### src/triangle_surface_frame_core_defines.svh
// Assertion macros shared by the RTL. Compiled out when SYNTHESIS is set.
`ifndef TRIANGLE_SURFACE_FRAME_CORE_DEFINES_SVH
`define TRIANGLE_SURFACE_FRAME_CORE_DEFINES_SVH

`ifndef SYNTHESIS
`define TSF_ASSERT(lbl, cond) \
   lbl: assert property (@(posedge clock) disable iff (reset) (cond)) \
      else $error("tsf assertion failed");
`define TSF_ASSERT_IMP(lbl, pre, post) \
   lbl: assert property (@(posedge clock) disable iff (reset) (pre) |-> (post)) \
      else $error("tsf implication failed");
`else
`define TSF_ASSERT(lbl, cond)
`define TSF_ASSERT_IMP(lbl, pre, post)
`endif

`endif

### src/tsf_ram.sv
`default_nettype none
module tsf_ram #(
   parameter int WIDTH = 8,
   parameter int DEPTH = 16
) (
   input  wire logic                     clock,
   input  wire logic                     wr_en,
   input  wire logic [$clog2(DEPTH)-1:0] wr_addr,
   input  wire logic [WIDTH-1:0]         wr_data,
   input  wire logic                     rd_en,
   input  wire logic [$clog2(DEPTH)-1:0] rd_addr,
   output logic      [WIDTH-1:0]         rd_data
);
   logic [WIDTH-1:0] mem [DEPTH];

   always_ff @(posedge clock) begin
      if (wr_en) begin
         mem[wr_addr] <= wr_data;
      end
      if (rd_en) begin
         rd_data <= mem[rd_addr];
      end
   end
endmodule
`default_nettype wire

### config.mk
export PLATFORM = sky130hd
export DESIGN_NAME = tsf_ram
export DESIGN_NICKNAME = d
export VERILOG_FILES = /design/src/triangle_surface_frame_core_defines.svh /design/src/tsf_ram.sv
export SDC_FILE = /design/constraint.sdc
export NUM_CORES = 1
export LEC_CHECK = 0
export ABC_AREA = 1
export ABC_CLOCK_PERIOD_IN_PS = 1500
export BUFFER_PORTS_ARGS = -buffer_cell sky130_fd_sc_hd__buf_4
export CORE_MARGIN = 1
export CORE_UTILIZATION = 61
export CTS_CLUSTER_DIAMETER = 100
export DETAILED_ROUTE_END_ITERATION = 6
export PLACE_DENSITY = 0.8
export RECOVER_POWER = 25
export REMOVE_ABC_BUFFERS = 1
export SYNTH_ARGS = -nofsm -noshare
export SYNTH_HDL_FRONTEND = slang
export SYNTH_SLANG_ARGS = --single-unit
### constraint.sdc
create_clock -name clock -period 1.5 [get_ports clock]
set_clock_uncertainty 0.2 [all_clocks]
set_input_delay 0.075 -clock clock [delete_from_list [all_inputs] [get_ports clock]]
set_output_delay 0.075 -clock clock [all_outputs]
set_load 0.03 [all_outputs]
==> metrics <==
Worst EP arrival=between 1 and 1.5 ns; antenna violations before repair=0; ANT nets after route=0; htree depth=4; FMAX=between 700 and 800 MHz; area leader, netlist=edfxtp_1; RSZ-0062 raised after global routing=false; Remaining DRCs=0; hold_buf cts=15; Final Critical Period=approximately 1.4 ns; Top Ports=27; worst slew pin tran=0.740 ns; synth-to-layout area growth=17.8%; Port Buffer Count=26; global-route wire length before repair=roughly 20000 um; Row Count=35; Inserted Clock Buffers=17; via/cell ratio=roughly 5.4; CP Capture Type=output pin; Ant. Diodes=0; worst path bufs/invs=1; crit-path cells=buf_4; Synth warnings=0; Starting Density=0.630; Fillers=between 600 and 700; sequential cell area=between 4000 and 5000 sq um; status=finished clean; Slew headroom=0.507; largest net degree at the start of global routing=65; leak pwr=2.98 nW; root buf cell=clkbuf_8; setup_tns=0 ns; Mapped Area=about 5800 sq um; # clock sinks=136; Mapped Cells=551; gr usage total=0.289; Fin. Hold Viols=0; Yosys reg bits=between 100 and 150; Seq/Total Area, Yosys=0.698; post-synthesis cell type count=11; Period Utilization, post-route=0.942; core footprint=between 9000 and 10000 sq um; Worst path slowest cell=edfxtp_1; routed length per instance=roughly 17 um; Min Hold Slack=~0.014 ns; Crit Path Max Fanout=1; CP startpoint kind=flop; GP Congestion=between 0.7 and 0.8; CTS resizes=0; Post-Route WL=~13000 um; # setup viols final=0; die width=roughly 100 um; top cells by area, synth=edfxtp_1 70%, nand2_1 11%, nand3_1 8.3%, inv_1 6.4%, buf_6 1.2%; power per cell area=1230 nW/um^2; Die Area=between 9000 and 10000 sq um; hpwl dp=7570 um; most common cell after layout, fill and taps aside=nand2_1; Starting DRT DRC Count=417; Crit Path Category=reg2out; gr ovfl total=0; mean post-synth cell area=between 10 and 15 sq um; worst hold-check path type=in2reg; Clock Pin Slew Worst Setup and Hold Paths=~0.060 ns; top cell type's share of synthesized area=0.698; Critical Path RT=around 1.2 ns; CTS tree=yes; via count=between 4000 and 5000; total power=about 0.0085 W; peak supply drop=between 900 and 1000 uV; CP max stage delay=about 0.43 ns; fraction of layout cells with a size suffix above 1=0.111; Slew Limit Fails=0; cell family with most CP delay=flip-flops; Chip Height=99.9 um; NumNets Final=628; most frequent cells in the layout=173 x nand2_1, 136 x edfxtp_1, 100 x inv_1; clock buffer depth=2; postcts setup bufs=0; Final Util=0.742; clock latency on the worst-skew pair=between 0.5 and 0.6 ns; Max-cap violations=0; vias in the first global route=4056; DR pass1 iterations=6; multi-input logic area=approximately 1200 sq um
==> power breakdown <==
part	switching, W	total [W]	internal, W
clock network	0.00142	0.00357	0.00214
registers	0.0000278	0.00431	0.00428
logic	0.000395	0.000598	0.000203
==> synthesized netlist by cell type (all sizes together) <==
master / instances
nand3b: 2
buf: 24
nand2: 173
nor2: 17
inv: 102
nand3: 97
edfxtp: 136
==> stage by stage <==
step / worst slack [ns] / instance area (sq um) / cells
floorplan: 0.104 / 5680 / 527
global placement: 0.0398 / 6250 / 704
detailed placement: 0.0303 / 6250 / 704
CTS: 0.0892 / 6910 / 750
global route: 0.0385 / 6890 / 750
finish: 0.0863 / 6890 / 750
==> routing by layer <==
layer / wire, um / share of wire / up-vias / global-route usage
li1: - / - / 1899 / -
met1: 4780 / 0.37 / 1873 / 0.364
met2: 6590 / 0.51 / 251 / 0.470
met3: 1230 / 0.094 / 33 / 0.0717
met4: 447 / 0.034 / 0 / 0.146
met5: 0 / 0 / - / 0
==> worst paths after layout <==
path,from,to,slack (ns),cells past startpoint
worst max register to register,mem[7][6],rd_data[6],0.12,6
worst min-delay path,wr_addr[1],mem[7][0],0.01,4
worst max-delay path,rd_data[3],rd_data[3],0.09,1
worst min register to register,mem[13][5],rd_data[5],0.55,6
==> sequential cells by signal, summed over array words and instances, names as in the netlist <==
signal / cells
mem: 128
rd_data: 8
==> worst register-to-register path, delay by kind of cell, from the launching register on <==
kind	cells	cell delay [ns]
flip-flops	1	0.37
buffers and inverters	1	0.09
AND/OR/NAND/NOR	5	0.48
==> cells by family (layout without fill, tap and decap cells) <==
logic type	after synthesis	in the layout	share of synthesized area
flops	136	136	0.698
buf+inv	126	196	0.0939
simple gates	289	289	0.208
==> cell type report <==
class / instances / share of cell area
sequential: 136 / 0.593
timing repair buffer: 63 / 0.0781
clock buffer: 19 / 0.0612
inverter: 102 / 0.0556
tap: 129 / 0.0234
clock inverter: 12 / 0.0125
multi-input combinational: 289 / 0.176
(Power assumes the default switching activity.)
